[src/rtl/core/key_matrix_and_encoder_scanner_core_macros.svh]
// Assertion helpers shared by the scanner RTL.
`ifndef KEY_MATRIX_AND_ENCODER_SCANNER_CORE_MACROS_SVH
`define KEY_MATRIX_AND_ENCODER_SCANNER_CORE_MACROS_SVH

// Same-cycle implication, checked outside reset.
`define KMES_ASSERT_NOW(label, clk, rst_n, ante, cons) \
  label: assert property (@(posedge clk) disable iff (!rst_n) (ante) |-> (cons)) \
    else $error("scanner check failed");

// Next-cycle implication, checked outside reset.
`define KMES_ASSERT_NXT(label, clk, rst_n, ante, cons) \
  label: assert property (@(posedge clk) disable iff (!rst_n) (ante) |=> (cons)) \
    else $error("scanner check failed");

`endif

[src/rtl/core/kmes_pkg.sv]
package kmes_pkg;

  localparam int unsigned HistoryDepthDef = 4;
  localparam int unsigned NumRows         = 7;
  localparam int unsigned NumBanks        = 3;

  localparam int unsigned StepW  = 5;
  localparam int unsigned RowW   = 3;
  localparam int unsigned BankW  = 2;
  localparam int unsigned LineW  = 4;
  localparam int unsigned ByteW  = 8;
  localparam int unsigned CfgIdxW = 2;

  localparam logic [StepW-1:0] LastStep = 5'd27;
  localparam logic [RowW-1:0]  LastRow  = 3'd6;
  localparam logic [LineW-1:0] LineEncBank0 = 4'd7;
  localparam logic [LineW-1:0] LineEncBank1 = 4'd8;
  localparam logic [LineW-1:0] LineEncBank2 = 4'd9;

  localparam logic [ByteW-1:0] HalfMask0Rst = 8'hFF;
  localparam logic [ByteW-1:0] HalfMask1Rst = 8'h30;
  localparam logic [ByteW-1:0] HalfMask2Rst = 8'hFC;

  // Configuration register indexes.
  localparam logic [CfgIdxW-1:0] CfgHalfMask0 = 2'd0;
  localparam logic [CfgIdxW-1:0] CfgHalfMask1 = 2'd1;
  localparam logic [CfgIdxW-1:0] CfgHalfMask2 = 2'd2;

  // Write request into one history lane.
  typedef struct packed {
    logic            en;
    logic [RowW-1:0] row;
  } hist_req_t;

  // Request into the shared quadrature decoder.
  typedef struct packed {
    logic             en;
    logic [BankW-1:0] bank;
    logic [ByteW-1:0] half_mask;
  } dec_req_t;

endpackage

[src/rtl/core/kmes_hist_lane.sv]
module kmes_hist_lane
  import kmes_pkg::*;
(
  input  logic             clk_i,
  input  logic             rst_ni,
  input  hist_req_t        req_i,
  input  logic [ByteW-1:0] even_i,
  input  logic [ByteW-1:0] odd_i,
  output logic [ByteW-1:0] even_o,
  output logic [ByteW-1:0] odd_o
);

  // One history slot for every row: even byte in the low half, odd in the high half.
  logic [2*ByteW-1:0] slot_q [NumRows];

  always_ff @(posedge clk_i or negedge rst_ni) begin
    if (!rst_ni) begin
      for (int r = 0; r < NumRows; r++) begin
        slot_q[r] <= '0;
      end
    end else if (req_i.en) begin
      slot_q[req_i.row] <= {odd_i, even_i};
    end
  end

  // A lane being written this cycle shows the new sample.
  always_comb begin
    if (req_i.en) begin
      even_o = even_i;
      odd_o  = odd_i;
    end else begin
      even_o = slot_q[req_i.row][ByteW-1:0];
      odd_o  = slot_q[req_i.row][2*ByteW-1:ByteW];
    end
  end

endmodule

[src/rtl/core/kmes_quad_dec.sv]
module kmes_quad_dec
  import kmes_pkg::*;
(
  input  logic             clk_i,
  input  logic             rst_ni,
  input  dec_req_t         req_i,
  input  logic [ByteW-1:0] a_i,
  input  logic [ByteW-1:0] b_i,
  output logic [ByteW-1:0] cw_tog_o,
  output logic [ByteW-1:0] ccw_tog_o,
  output logic [ByteW-1:0] rot_o
);

  logic [ByteW-1:0] phase_q   [NumBanks];
  logic [ByteW-1:0] prev_a_q  [NumBanks];
  logic [ByteW-1:0] prev_b_q  [NumBanks];
  logic [ByteW-1:0] cw_arm_q  [NumBanks];
  logic [ByteW-1:0] ccw_arm_q [NumBanks];
  logic [ByteW-1:0] cw_tog_q  [NumBanks];
  logic [ByteW-1:0] ccw_tog_q [NumBanks];

  logic [ByteW-1:0] s, ap, bp, cwa, ccwa;
  logic [ByteW-1:0] half, dir, hcw, hccw, acw, accw;
  logic [ByteW-1:0] phase_d, cw_arm_d, ccw_arm_d, cw_tog_d, ccw_tog_d;

  // All eight decoders of a bank run bitwise in parallel.
  always_comb begin
    s    = phase_q[req_i.bank];
    ap   = prev_a_q[req_i.bank];
    bp   = prev_b_q[req_i.bank];
    cwa  = cw_arm_q[req_i.bank];
    ccwa = ccw_arm_q[req_i.bank];
    // A half step needs the previous phases to differ and now agree.
    half = ~(a_i ^ b_i) & (a_i ^ s) & (ap ^ bp);
    dir  = s ^ bp;
    hcw  = half & dir;
    hccw = half & ~dir;
    // A full step ends a same-direction half-step pair, or is any half step with its mask bit set.
    acw  = (hcw & cwa) | (hcw & req_i.half_mask);
    accw = (hccw & ccwa) | (hccw & req_i.half_mask);
    phase_d   = (a_i & b_i) | (s & (a_i ^ b_i));
    cw_arm_d  = (cwa & ~half) | (hcw & ~cwa);
    ccw_arm_d = (ccwa & ~half) | (hccw & ~ccwa);
    cw_tog_d  = cw_tog_q[req_i.bank] ^ acw;
    ccw_tog_d = ccw_tog_q[req_i.bank] ^ accw;
  end

  always_ff @(posedge clk_i or negedge rst_ni) begin
    if (!rst_ni) begin
      for (int k = 0; k < NumBanks; k++) begin
        phase_q[k]   <= '0;
        prev_a_q[k]  <= '0;
        prev_b_q[k]  <= '0;
        cw_arm_q[k]  <= '0;
        ccw_arm_q[k] <= '0;
        cw_tog_q[k]  <= '0;
        ccw_tog_q[k] <= '0;
      end
    end else if (req_i.en) begin
      phase_q[req_i.bank]   <= phase_d;
      prev_a_q[req_i.bank]  <= a_i;
      prev_b_q[req_i.bank]  <= b_i;
      cw_arm_q[req_i.bank]  <= cw_arm_d;
      ccw_arm_q[req_i.bank] <= ccw_arm_d;
      cw_tog_q[req_i.bank]  <= cw_tog_d;
      ccw_tog_q[req_i.bank] <= ccw_tog_d;
    end
  end

  assign cw_tog_o  = cw_tog_d;
  assign ccw_tog_o = ccw_tog_d;
  assign rot_o     = acw | accw;

endmodule

[src/rtl/core/key_matrix_and_encoder_scanner_core.sv]
// Key matrix and rotary encoder scanner.
// Each input transaction is one scan tick: the two active-low column ports
// sampled while the previously announced line was enabled. A fixed 28-step
// schedule interleaves seven button rows with three encoder banks.
// Every input transaction produces exactly one output transaction carrying
// the step number, the debounced buttons or encoder toggle bytes, the
// encoders that rotated, and the line to enable for the next tick.
// The result is registered at the edge that accepts the input. Throughput is
// one transaction per cycle while the receiver takes each result; the history
// lanes and the decoder all finish their update at that same edge.
// The half-step masks are written on the cfg port and take effect on the
// next encoder step of their bank.
// Reset clears the history store, all decoder state and the output valid flag,
// and restores the mask defaults; the first tick is step 0 (row 0).
// When the receiver stalls, the held result stays on the outputs and input
// is accepted again in the same cycle that the result is taken.
`include "key_matrix_and_encoder_scanner_core_macros.svh"

module key_matrix_and_encoder_scanner_core
  import kmes_pkg::*;
#(
  parameter int unsigned HISTORY_DEPTH = HistoryDepthDef
) (
  input  logic               clk_i,
  input  logic               rst_ni,
  input  logic               cfg_we_i,
  input  logic [CfgIdxW-1:0] cfg_idx_i,
  input  logic [ByteW-1:0]   cfg_wdata_i,
  input  logic               in_valid_i,
  output logic               in_ready_o,
  input  logic [ByteW-1:0]   col_even_i,
  input  logic [ByteW-1:0]   col_odd_i,
  output logic               out_valid_o,
  input  logic               out_ready_i,
  output logic [StepW-1:0]   step_done_o,
  output logic               is_encoder_o,
  output logic [RowW-1:0]    unit_index_o,
  output logic [ByteW-1:0]   first_byte_o,
  output logic [ByteW-1:0]   second_byte_o,
  output logic [ByteW-1:0]   rotated_bits_o,
  output logic [LineW-1:0]   next_line_o
);

  localparam int unsigned HidxW = (HISTORY_DEPTH > 1) ? $clog2(HISTORY_DEPTH) : 1;
  localparam logic [HidxW-1:0] HidxLast = HidxW'(HISTORY_DEPTH - 1);

  // Configuration registers.
  logic [ByteW-1:0] half_mask_q [NumBanks];

  always_ff @(posedge clk_i or negedge rst_ni) begin
    if (!rst_ni) begin
      half_mask_q[0] <= HalfMask0Rst;
      half_mask_q[1] <= HalfMask1Rst;
      half_mask_q[2] <= HalfMask2Rst;
    end else if (cfg_we_i) begin
      unique case (cfg_idx_i)
        CfgHalfMask0: half_mask_q[0] <= cfg_wdata_i;
        CfgHalfMask1: half_mask_q[1] <= cfg_wdata_i;
        CfgHalfMask2: half_mask_q[2] <= cfg_wdata_i;
        default: ;
      endcase
    end
  end

  // Handshake: the output register decouples the two sides.
  logic out_valid_q;
  logic in_acc;

  assign in_ready_o = !out_valid_q || out_ready_i;
  assign in_acc     = in_valid_i && in_ready_o;

  // Schedule position of the tick being accepted.
  logic [StepW-1:0] step_q, step_d;
  logic [1:0]       phase;
  logic [RowW-1:0]  row;
  logic             row_step;
  logic [BankW-1:0] bank;

  assign step_d   = (step_q == LastStep) ? '0 : step_q + StepW'(1);
  assign phase    = step_d[1:0];
  assign row      = step_d[StepW-1:2];
  assign row_step = (phase == 2'd0);
  assign bank     = phase - 2'd1;

  // History index advances on row 0, before that row is stored.
  logic [HidxW-1:0] hidx_q, hidx_d;

  always_comb begin
    hidx_d = hidx_q;
    if (row_step && (row == '0)) begin
      hidx_d = (hidx_q == HidxLast) ? '0 : hidx_q + HidxW'(1);
    end
  end

  logic [ByteW-1:0] a, b;
  assign a = ~col_even_i;
  assign b = ~col_odd_i;

  // History lanes: lane l keeps history slot l of every row.
  logic [ByteW-1:0] lane_even [HISTORY_DEPTH];
  logic [ByteW-1:0] lane_odd  [HISTORY_DEPTH];

  for (genvar l = 0; l < HISTORY_DEPTH; l++) begin : g_lane
    hist_req_t lane_req;
    assign lane_req.en  = in_acc && row_step && (hidx_d == HidxW'(l));
    assign lane_req.row = row;

    kmes_hist_lane u_lane (
      .clk_i  (clk_i),
      .rst_ni (rst_ni),
      .req_i  (lane_req),
      .even_i (a),
      .odd_i  (b),
      .even_o (lane_even[l]),
      .odd_o  (lane_odd[l])
    );
  end

  // Merge: a button counts as pressed only if every slot saw it pressed.
  logic [ByteW-1:0] deb_even, deb_odd;

  always_comb begin
    deb_even = '1;
    deb_odd  = '1;
    for (int l = 0; l < HISTORY_DEPTH; l++) begin
      deb_even &= lane_even[l];
      deb_odd  &= lane_odd[l];
    end
  end

  // Shared quadrature decoder; banks take turns on their schedule steps.
  dec_req_t         dec_req;
  logic [ByteW-1:0] cw_tog, ccw_tog, rot;

  assign dec_req.en        = in_acc && !row_step;
  assign dec_req.bank      = bank;
  assign dec_req.half_mask = half_mask_q[bank];

  kmes_quad_dec u_dec (
    .clk_i     (clk_i),
    .rst_ni    (rst_ni),
    .req_i     (dec_req),
    .a_i       (a),
    .b_i       (b),
    .cw_tog_o  (cw_tog),
    .ccw_tog_o (ccw_tog),
    .rot_o     (rot)
  );

  // Line to enable after this step.
  logic [LineW-1:0] next_line;

  always_comb begin
    unique case (phase)
      2'd0: next_line = LineEncBank0;
      2'd1: next_line = LineEncBank1;
      2'd2: next_line = LineEncBank2;
      default: next_line = (row == LastRow) ? '0 : LineW'(row) + LineW'(1);
    endcase
  end

  // Result register.
  logic [StepW-1:0] step_done_q;
  logic             is_enc_q;
  logic [RowW-1:0]  unit_q;
  logic [ByteW-1:0] first_q, second_q, rot_q;
  logic [LineW-1:0] next_line_q;

  always_ff @(posedge clk_i or negedge rst_ni) begin
    if (!rst_ni) begin
      out_valid_q <= 1'b0;
      step_q      <= LastStep;
      hidx_q      <= '0;
    end else begin
      if (in_acc) begin
        out_valid_q <= 1'b1;
        step_q      <= step_d;
        hidx_q      <= hidx_d;
      end else if (out_ready_i) begin
        out_valid_q <= 1'b0;
      end
    end
  end

  always_ff @(posedge clk_i) begin
    if (in_acc) begin
      step_done_q <= step_d;
      is_enc_q    <= !row_step;
      unit_q      <= row_step ? row : RowW'(bank);
      first_q     <= row_step ? deb_even : cw_tog;
      second_q    <= row_step ? deb_odd : ccw_tog;
      rot_q       <= row_step ? '0 : rot;
      next_line_q <= next_line;
    end
  end

  assign out_valid_o    = out_valid_q;
  assign step_done_o    = step_done_q;
  assign is_encoder_o   = is_enc_q;
  assign unit_index_o   = unit_q;
  assign first_byte_o   = first_q;
  assign second_byte_o  = second_q;
  assign rotated_bits_o = rot_q;
  assign next_line_o    = next_line_q;

  `KMES_ASSERT_NXT(a_acc_gives_result, clk_i, rst_ni, in_acc, out_valid_q)
  `KMES_ASSERT_NXT(a_wrap_to_zero, clk_i, rst_ni, in_acc && (step_q == LastStep), step_q == '0)
  `KMES_ASSERT_NOW(a_row_no_rot, clk_i, rst_ni, out_valid_q && !is_enc_q, rot_q == '0)
  `KMES_ASSERT_NOW(a_row_next_enc, clk_i, rst_ni, out_valid_q && !is_enc_q, next_line_q == LineEncBank0)
  `KMES_ASSERT_NOW(a_hidx_range, clk_i, rst_ni, 1'b1, hidx_q <= HidxLast)

endmodule
[config.mk]
export PLATFORM = sky130hd
export DESIGN_NAME = key_matrix_and_encoder_scanner_core
export DESIGN_NICKNAME = d
export VERILOG_FILES = /design/src/rtl/core/kmes_pkg.sv /design/src/rtl/core/kmes_hist_lane.sv /design/src/rtl/core/kmes_quad_dec.sv /design/src/rtl/core/key_matrix_and_encoder_scanner_core.sv
export VERILOG_INCLUDE_DIRS = /design/src /design/src/rtl/core
export SDC_FILE = /design/constraint.sdc
export NUM_CORES = 1
export LEC_CHECK = 0
export ABC_AREA = 1
export BUFFER_PORTS_ARGS = -buffer_cell sky130_fd_sc_hd__buf_2
export CORE_ASPECT_RATIO = 1.5
export CORE_UTILIZATION = 30
export DETAILED_ROUTE_END_ITERATION = 10
export GPL_TIMING_DRIVEN = 0
export PLACE_DENSITY = 0.51
export REMOVE_ABC_BUFFERS = 1
export SYNTH_ARGS = -nofsm -noshare
export SYNTH_HDL_FRONTEND = slang
export SYNTH_SLANG_ARGS = --single-unit
export TNS_END_PERCENT = 10
[constraint.sdc]
create_clock -name clk_i -period 3.4 [get_ports clk_i]
set_clock_uncertainty 0.05 [all_clocks]
set_input_delay 0.68 -clock clk_i [delete_from_list [all_inputs] [get_ports clk_i]]
set_output_delay 0.68 -clock clk_i [all_outputs]
set_load 0.05 [all_outputs]
Yosys cells after proc, flatten, opt, wreduce, memory -nomap -nowiden
Index checks and enable logic that the tools add are counted.
- bits in registers: 685
- input bits: 31
- output and inout bits: 39
- $add $sub $neg: 4
- order comparisons: 4
- eq/ne operators: 10
- multiplexer cells: 69
- bitwise operators: 41
- reduce and logical (&&, ||, !) cells: 21
- operators with widths (kind ; number):
    bitwise mux 112 bit ; 4
    2-to-1 mux 8 bit ; 27
    binary-select mux 16 bit (select 3 bit) ; 4
    bitwise mux 24 bit ; 7
    AND 8 bit ; 20
    2-to-1 mux 16 bit ; 9
    binary-select mux 8 bit (select 2 bit) ; 8
    NOT 8 bit ; 7
    demux 16 bit (select 3 bit) ; 1
    OR 8 bit ; 6
    bitwise XOR 8 bit ; 6
    demux 8 bit (select 2 bit) ; 1
    case mux 4 bit (3 select lines) ; 1
    == test 2 bit, second input constant ; 5
    logical AND 1 bit ; 10
    == test 2 x 1 -> 1 bit, second input constant ; 3
    logical NOT 2 bit ; 3
    2-to-1 mux 2 bit ; 3
    AND reduction 2 bit ; 3
    adder 5 x 1 -> 5 bit, second input constant ; 1
    == test 5 bit, second input constant ; 1
    2-to-1 mux 5 bit ; 1
    adder 3 x 1 -> 4 bit, second input constant ; 1
    >= comparator 4 bit, second input constant ; 1
    14 further kinds ; 16

Logic depth before layout (Yosys ltp)
- depth in word-level cells: 15
- depth in mapped cells: 19

Hierarchy
Synthesis repeated with hierarchy kept, for this count alone.
- cells, all modules: 4417
- area, all modules: 34429.3 um^2
- by module, submodules not included (module ; instances ; cells each ; area an instance (um^2)):
    kmes_hist_lane (g_lane[1].u_lane ...) ; 3 ; 710 ; 5375.2
    kmes_quad_dec ; 1 ; 1227 ; 9504.1
    kmes_hist_lane (g_lane[0].u_lane) ; 1 ; 705 ; 5441.5
    key_matrix_and_encoder_scanner_core ; 1 ; 355 ; 3358.2

Least setup slack after synthesis
No wires, ideal clock.
- path type: in2reg
- start: in out_ready_i
- end: reg u_dec.ccw_arm_q[0] in the netlist's numbering
- setup time: 0.066 ns
- data arrival time: 3.163 ns
- data required time: 3.284 ns
- setup slack: 0.122 ns
- stages: 9
- buffers on the path: 1
- cells stage by stage: inv_1 > nand2_1 > nand2_1 > inv_1 > nand3_1 > inv_1 > buf_1 > nand3_1 > nand2_1
- cells in the longest elaborated chain, start to end: 3
- RTL lines (element ; RTL line ; RTL):
    from (decl) ; key_matrix_and_encoder_scanner_core.sv:34 ; input logic out_ready_i,
    logical OR 1 bit ; key_matrix_and_encoder_scanner_core.sv:69 ; assign in_ready_o = !out_valid_q || out_ready_i;
    net in_ready_o ; key_matrix_and_encoder_scanner_core.sv:30 ; output logic in_ready_o,
    logical AND 1 bit ; key_matrix_and_encoder_scanner_core.sv:70 ; assign in_acc = in_valid_i && in_ready_o;
    net in_acc ; key_matrix_and_encoder_scanner_core.sv:67 ; logic in_acc;
    logical AND 1 bit ; key_matrix_and_encoder_scanner_core.sv:135 ; assign dec_req.en = in_acc && !row_step;
    to (signal, indexed assignment) ; kmes_quad_dec.sv:64 ; ccw_arm_q[req_i.bank] <= ccw_arm_d;
    to (decl) ; kmes_quad_dec.sv:18 ; logic [ByteW-1:0] ccw_arm_q [NumBanks];
The timed path passes the listed nets, and every way through them passes these cells.
A chain may end at the register's enable or synchronous reset.

Worst setup path after layout
- start: reg step_q[0]
- end: reg second_q[3] (netlist: second_byte_o[3]) (data pin)
- cells in the longest elaborated chain, start to end: 15
- elaborated cells between the ends (all ways): 68
- classes of those cells: 2 x add/sub; 4 x eq/ne; 37 x mux; 16 x bitwise; 9 x reduce/logical
- RTL lines (element ; RTL line ; RTL):
    from (decl) ; key_matrix_and_encoder_scanner_core.sv:73 ; logic [StepW-1:0] step_q, step_d;
    from (signal assigned) ; key_matrix_and_encoder_scanner_core.sv:172 ; step_q <= LastStep;
    from (signal assigned) ; key_matrix_and_encoder_scanner_core.sv:177 ; step_q <= step_d;
    adder 5 x 1 -> 5 bit / == test 5 bit (equally long branches) ; key_matrix_and_encoder_scanner_core.sv:79 ; assign step_d = (step_q == LastStep) ? '0 : step_q + StepW'(1);
    2-to-1 mux 5 bit (*) ; key_matrix_and_encoder_scanner_core.sv:79 ;
    subtractor 2 x 1 -> 2 bit ; key_matrix_and_encoder_scanner_core.sv:83 ; assign bank = phase - 2'd1;
    NOT 2 -> 3 bit (not written as such) ; -- ;
    binary-select mux 8 bit (select 2 bit) ; kmes_quad_dec.sv:28 ; s = phase_q[req_i.bank];
    2-to-1 mux 8 bit (not written as such) (2 in series) ; kmes_quad_dec.sv:28 ;
    bitwise XOR 8 bit ; kmes_quad_dec.sv:34 ; half = ~(a_i ^ b_i) & (a_i ^ s) & (ap ^ bp);
    AND 8 bit (2 in series) ; kmes_quad_dec.sv:34 ;
    AND 8 bit ; kmes_quad_dec.sv:37 ; hccw = half & ~dir;
    AND 8 bit ; kmes_quad_dec.sv:40 ; accw = (hccw & ccwa) | (hccw & req_i.half_mask);
    OR 8 bit ; kmes_quad_dec.sv:40 ;
    bitwise XOR 8 bit ; kmes_quad_dec.sv:45 ; ccw_tog_d = ccw_tog_q[req_i.bank] ^ accw;
    2-to-1 mux 8 bit (*) ; key_matrix_and_encoder_scanner_core.sv:191 ; second_q <= row_step ? deb_odd : ccw_tog;
    to (signal assigned) ; key_matrix_and_encoder_scanner_core.sv:191 ;
    to (decl) ; key_matrix_and_encoder_scanner_core.sv:166 ; logic [ByteW-1:0] first_q, second_q, rot_q;
Every way passes the cells marked *; elsewhere a longest branch is shown, timed or not. The select of a mux whose other input is x is not followed.

==> results.py <==
metrics = {
    "outcome": {
        "status": "complete, but fails checks",
        "violations": "setup timing",
    },
    "finish": {
        "drive_gt1_share_pct": 12.32,
        "post-route-util_pct": 36.50,
        "regArea_um2": 17350,
        "final_cell_area_um2": 39600,
        "area_growth_syn_to_layout_pct": 20.54,
        "final.fill_count": 11340,
        "final_common_cell": "nand2_1",
        "multiInputGateArea_um2": 14650,
        "finalNetCount": 4310,
        "final_cell_mix": "nand2_1 (1,542), dfrtp_1 (628), o21ai_1 (387), o21ai_0 (336), nand3_1 (251)",
    },
    "worst_setup_path": {
        "cp_slowest_cell": "dfstp_2",
        "worstSetupPathType": "reg -> reg",
        "regToRegStartpoint": "step_q[0]$_DFFE_PN1P_",
        "crit_buf_inv": 8,
        "cp.required_ns": 3.85,
        "crit_family": "buffers and inverters",
        "cp.arrival_ns": 3.87,
        "crit_chain": "ha_4 -> buf_12 -> clkinv_16 -> nor2_4 -> nand2_8 -> nand2_8 -> buf_16 -> buf_16 -> nand4_4 -> o21ai_4 -> buf_6 -> nand3_4 -> buf_12 -> buf_12 -> nand2_1 -> nand2_1 -> inv_1 -> nand2_1 -> nand2_2",
        "worst_setup_path_end_kind": "register",
        "cp-start-kind": "register",
        "crit_fanout": 10,
        "worstSetupStartpoint": "step_q[0]$_DFFE_PN1P_",
        "max_stage_delay_ns": 0.63,
    },
    "sta": {
        "period_minus_slack_ns": 3.411,
        "worst_pin_slew_ns": 1.224,
        "max_slew_margin_pct": 18.13,
        "rsz0062_at_grt": "true",
        "slew_violations": 0,
        "hold_viol": 0,
        "setup_slack_ns": -0.01125,
        "whs_ns": 0.2470,
        "setup_viol": 3,
        "max_freq_mhz": 293.1,
        "finalCritPeriodShare_pct": 100.3,
    },
    "detailed_routing": {
        "drtAntennaViolNets": 0,
        "avgRoutedWirePerCell_um": 20.65,
        "drt_wl_total_mm": 118.6,
        "drcViolationCount": 0,
        "vias": 28770,
        "vias_per_cell": 5.009,
        "drtIter0Drc": 2319,
        "drt-pass1-iter-count": 5,
    },
    "floorplan": {
        "rows": 148,
        "core_area_um2": 108500,
        "die_area_um2": 110900,
        "pin_count": 70,
        "die_w_um": 272.2,
        "initial_core_util_pct": 30.28,
        "die_h_um": 407.3,
    },
    "cts": {
        "clk_pin_slew_ns": 0.06,
        "clock_path_buffers": 3,
        "clk_latency_ns": 0.66,
        "cts-buffers-inserted": 71,
        "cts_tree": "done",
        "root_buffer": "clkbuf_16",
        "cts.sinks": 685,
        "ctsHtreeMaxLevel": 3,
    },
    "logic_synthesis": {
        "synth_area_per_cell_um2": 7.741,
        "synthFlopType": "dfrtp_1",
        "synth-edff-count": 37,
        "synth_seq_cells": 685,
        "synthArstFlopShare_pct": 94.60,
        "synth_warnings": 0,
        "netlist-cell-type-count": 36,
        "syn-instance-count": 4244,
        "syn_area_um2": 32850,
        "ys_seq_area_share_pct": 52.81,
        "yosys.area.top_type": "dfrtp_1",
        "synth_top_area_share_pct": 47.83,
        "yosys-top-cells-area": "dfrtp_1 (48%), nand2_1 (18%), o21ai_1 (5.8%), o21ai_0 (5.2%), nand3_1 (4.0%)",
    },
    "global_route": {
        "grt_first_pass_wirelength_mm": 169.7,
        "overflow": 0,
        "antenna_found_initial": 3,
        "grtUsageMet1_pct": 23.29,
        "met3_usage_pct": 2.526,
        "track_usage_pct": 20.10,
        "met2_usage_pct": 36.08,
        "grt_max_degree": 113,
        "grt_pass1_vias": 27410,
        "grt_busiest_layer": "met2",
    },
    "place": {
        "gp_congestion": 0.7962,
        "place_hpwl_mm": 60.65,
        "placed_cell_area_um2": 34560,
        "numPortBuffers": 69,
    },
    "hold_path": {
        "hold_path.class": "in -> reg",
        "worstHoldStart": "cfg_wdata_i[0]",
    },
    "flow_run": {
        "maxCapViolCount": 0,
    },
    "power_and_ir_drop": {
        "vdd_drop_max_mv": 0.5169,
        "powerDensity_nw_per_um2": 966.3,
        "power.leakage_nw": 19.18,
        "power_mw": 38.27,
    },
}
layer usage:
metal | vias up | routed length (um) | share of wire [%]
met5 | - | 22 | 0.019
met4 | 4 | 6503 | 5.5
met3 | 271 | 5353 | 4.5
met2 | 756 | 60330 | 51
met1 | 13970 | 46430 | 39
li1 | 13780 | - | -
where the power goes:
part           total [mW]  switching, mW  internal (mW)
Sequential           11.8           1.18           10.6
Clock                7.86           3.47           4.40
Combinational        18.6           12.5           6.17
worst reg2reg max path, cell delays in order, from the launching register on:
cell       delay, ns
dfstp_2         0.63
ha_4            0.18
buf_12          0.15
clkinv_16       0.09
nor2_4          0.19
nand2_8         0.12
nand2_8         0.12
buf_16          0.11
buf_16          0.12
nand4_4         0.21
o21ai_4         0.22
buf_6           0.13
nand3_4         0.16
buf_12          0.25
buf_12          0.13
nand2_1         0.06
nand2_1         0.05
inv_1           0.12
nand2_1         0.10
nand2_2         0.09
kinds of logic after synthesis:
group	Yosys count	synth area share, %
simple gates	2198	27.04
compound gates	828	12.98
flops	685	52.81
buf+inv	503	6.211
xor+xnor	16	0.4266
fa+ha+maj	14	0.5332
registers in the layout, indices dropped and copies added, names as in the netlist, 8 cells and up:
signal and cells:
first_byte_o 8, half_mask_q 24, u_dec.ccw_arm_q 24, rotated_bits_o 8, u_dec.cw_arm_q 24, u_dec.prev_b_q 24
u_dec.phase_q 24, g_lane.u_lane.slot_q 448, u_dec.cw_tog_q 24, u_dec.ccw_tog_q 24, second_byte_o 8, u_dec.prev_a_q 24
Yosys cell counts, types with 2 or more instances:
cell type / number
edfxtp_1: 37
clkbuf_1: 163
o21ai_0: 343
nand2_1: 1615
o21ai_2: 2
nand2_4: 2
nand3_1: 263
nor2_4: 2
xnor2_1: 8
buf_1: 21
nor3_1: 4
dfstp_2: 20
ha_1: 14
inv_1: 201
a22oi_1: 8
buf_6: 2
dfrtp_1: 628
o211ai_1: 28
or2_2: 11
nand3_4: 2
inv_2: 7
or2_1: 5
nand3_2: 2
buf_2: 107
a21oi_1: 56
xor2_1: 8
nand2_2: 8
nand4_1: 52
nor2_1: 219
o21ai_1: 382
nor2_2: 12
a21o_1: 8
stage by stage:
stage,TNS [ns],cells,worst slack [ns]
CTS,-2.236,5670,-0.09670
global placement,-,5444,-13.23
global route,-7.043,5743,-0.1125
finish,-0.02175,5744,-0.01125
floorplan,-1490.65,3950,-3.417
detailed placement,-1724.79,5472,-4.002
area by class of cell:
| cell class | count | area share [%] |
|---|---|---|
| inverter | 209 | 2.297 |
| tap | 1425 | 4.502 |
| timing repair buffer | 217 | 6.597 |
| clock inverter | 14 | 0.2464 |
| antenna | 1 | 0.006319 |
| timing repair inverter | 5 | 0.1359 |
| multi-input combinational | 3076 | 36.99 |
| sequential | 685 | 43.81 |
| clock buffer | 112 | 5.412 |
final timing paths:
path	end	slack (ns)	cells past startpoint
max	second_byte_o[3]$_DFFE_PP_	-0.01	19
min	half_mask_q[16]$_DFFE_PN1P_	0.25	3
max reg2reg	second_byte_o[3]$_DFFE_PP_	-0.01	19
min reg2reg	u_dec.ccw_arm_q[18]$_DFFE_PN0P_	0.43	2
max in group asynchronous	g_lane[0].u_lane.slot_q[11]$_DFFE_PN0P_	0.89	5
min in group asynchronous	g_lane[1].u_lane.slot_q[55]$_DFFE_PN0P_	0.48	2
what timing repair did:
item / 4_1_cts / 5_1_grt
endpoints found under the hold margin: 43 / 0
setup buffers: 51 / 50
resized for setup: 149 / 109
pin swaps: 17 / 30
hold buffers: 1 / 0
setup endpoints to repair: 635 / 517
gates cloned: 20 / 25
No activity file was read; power rests on OpenSTA's default activity.
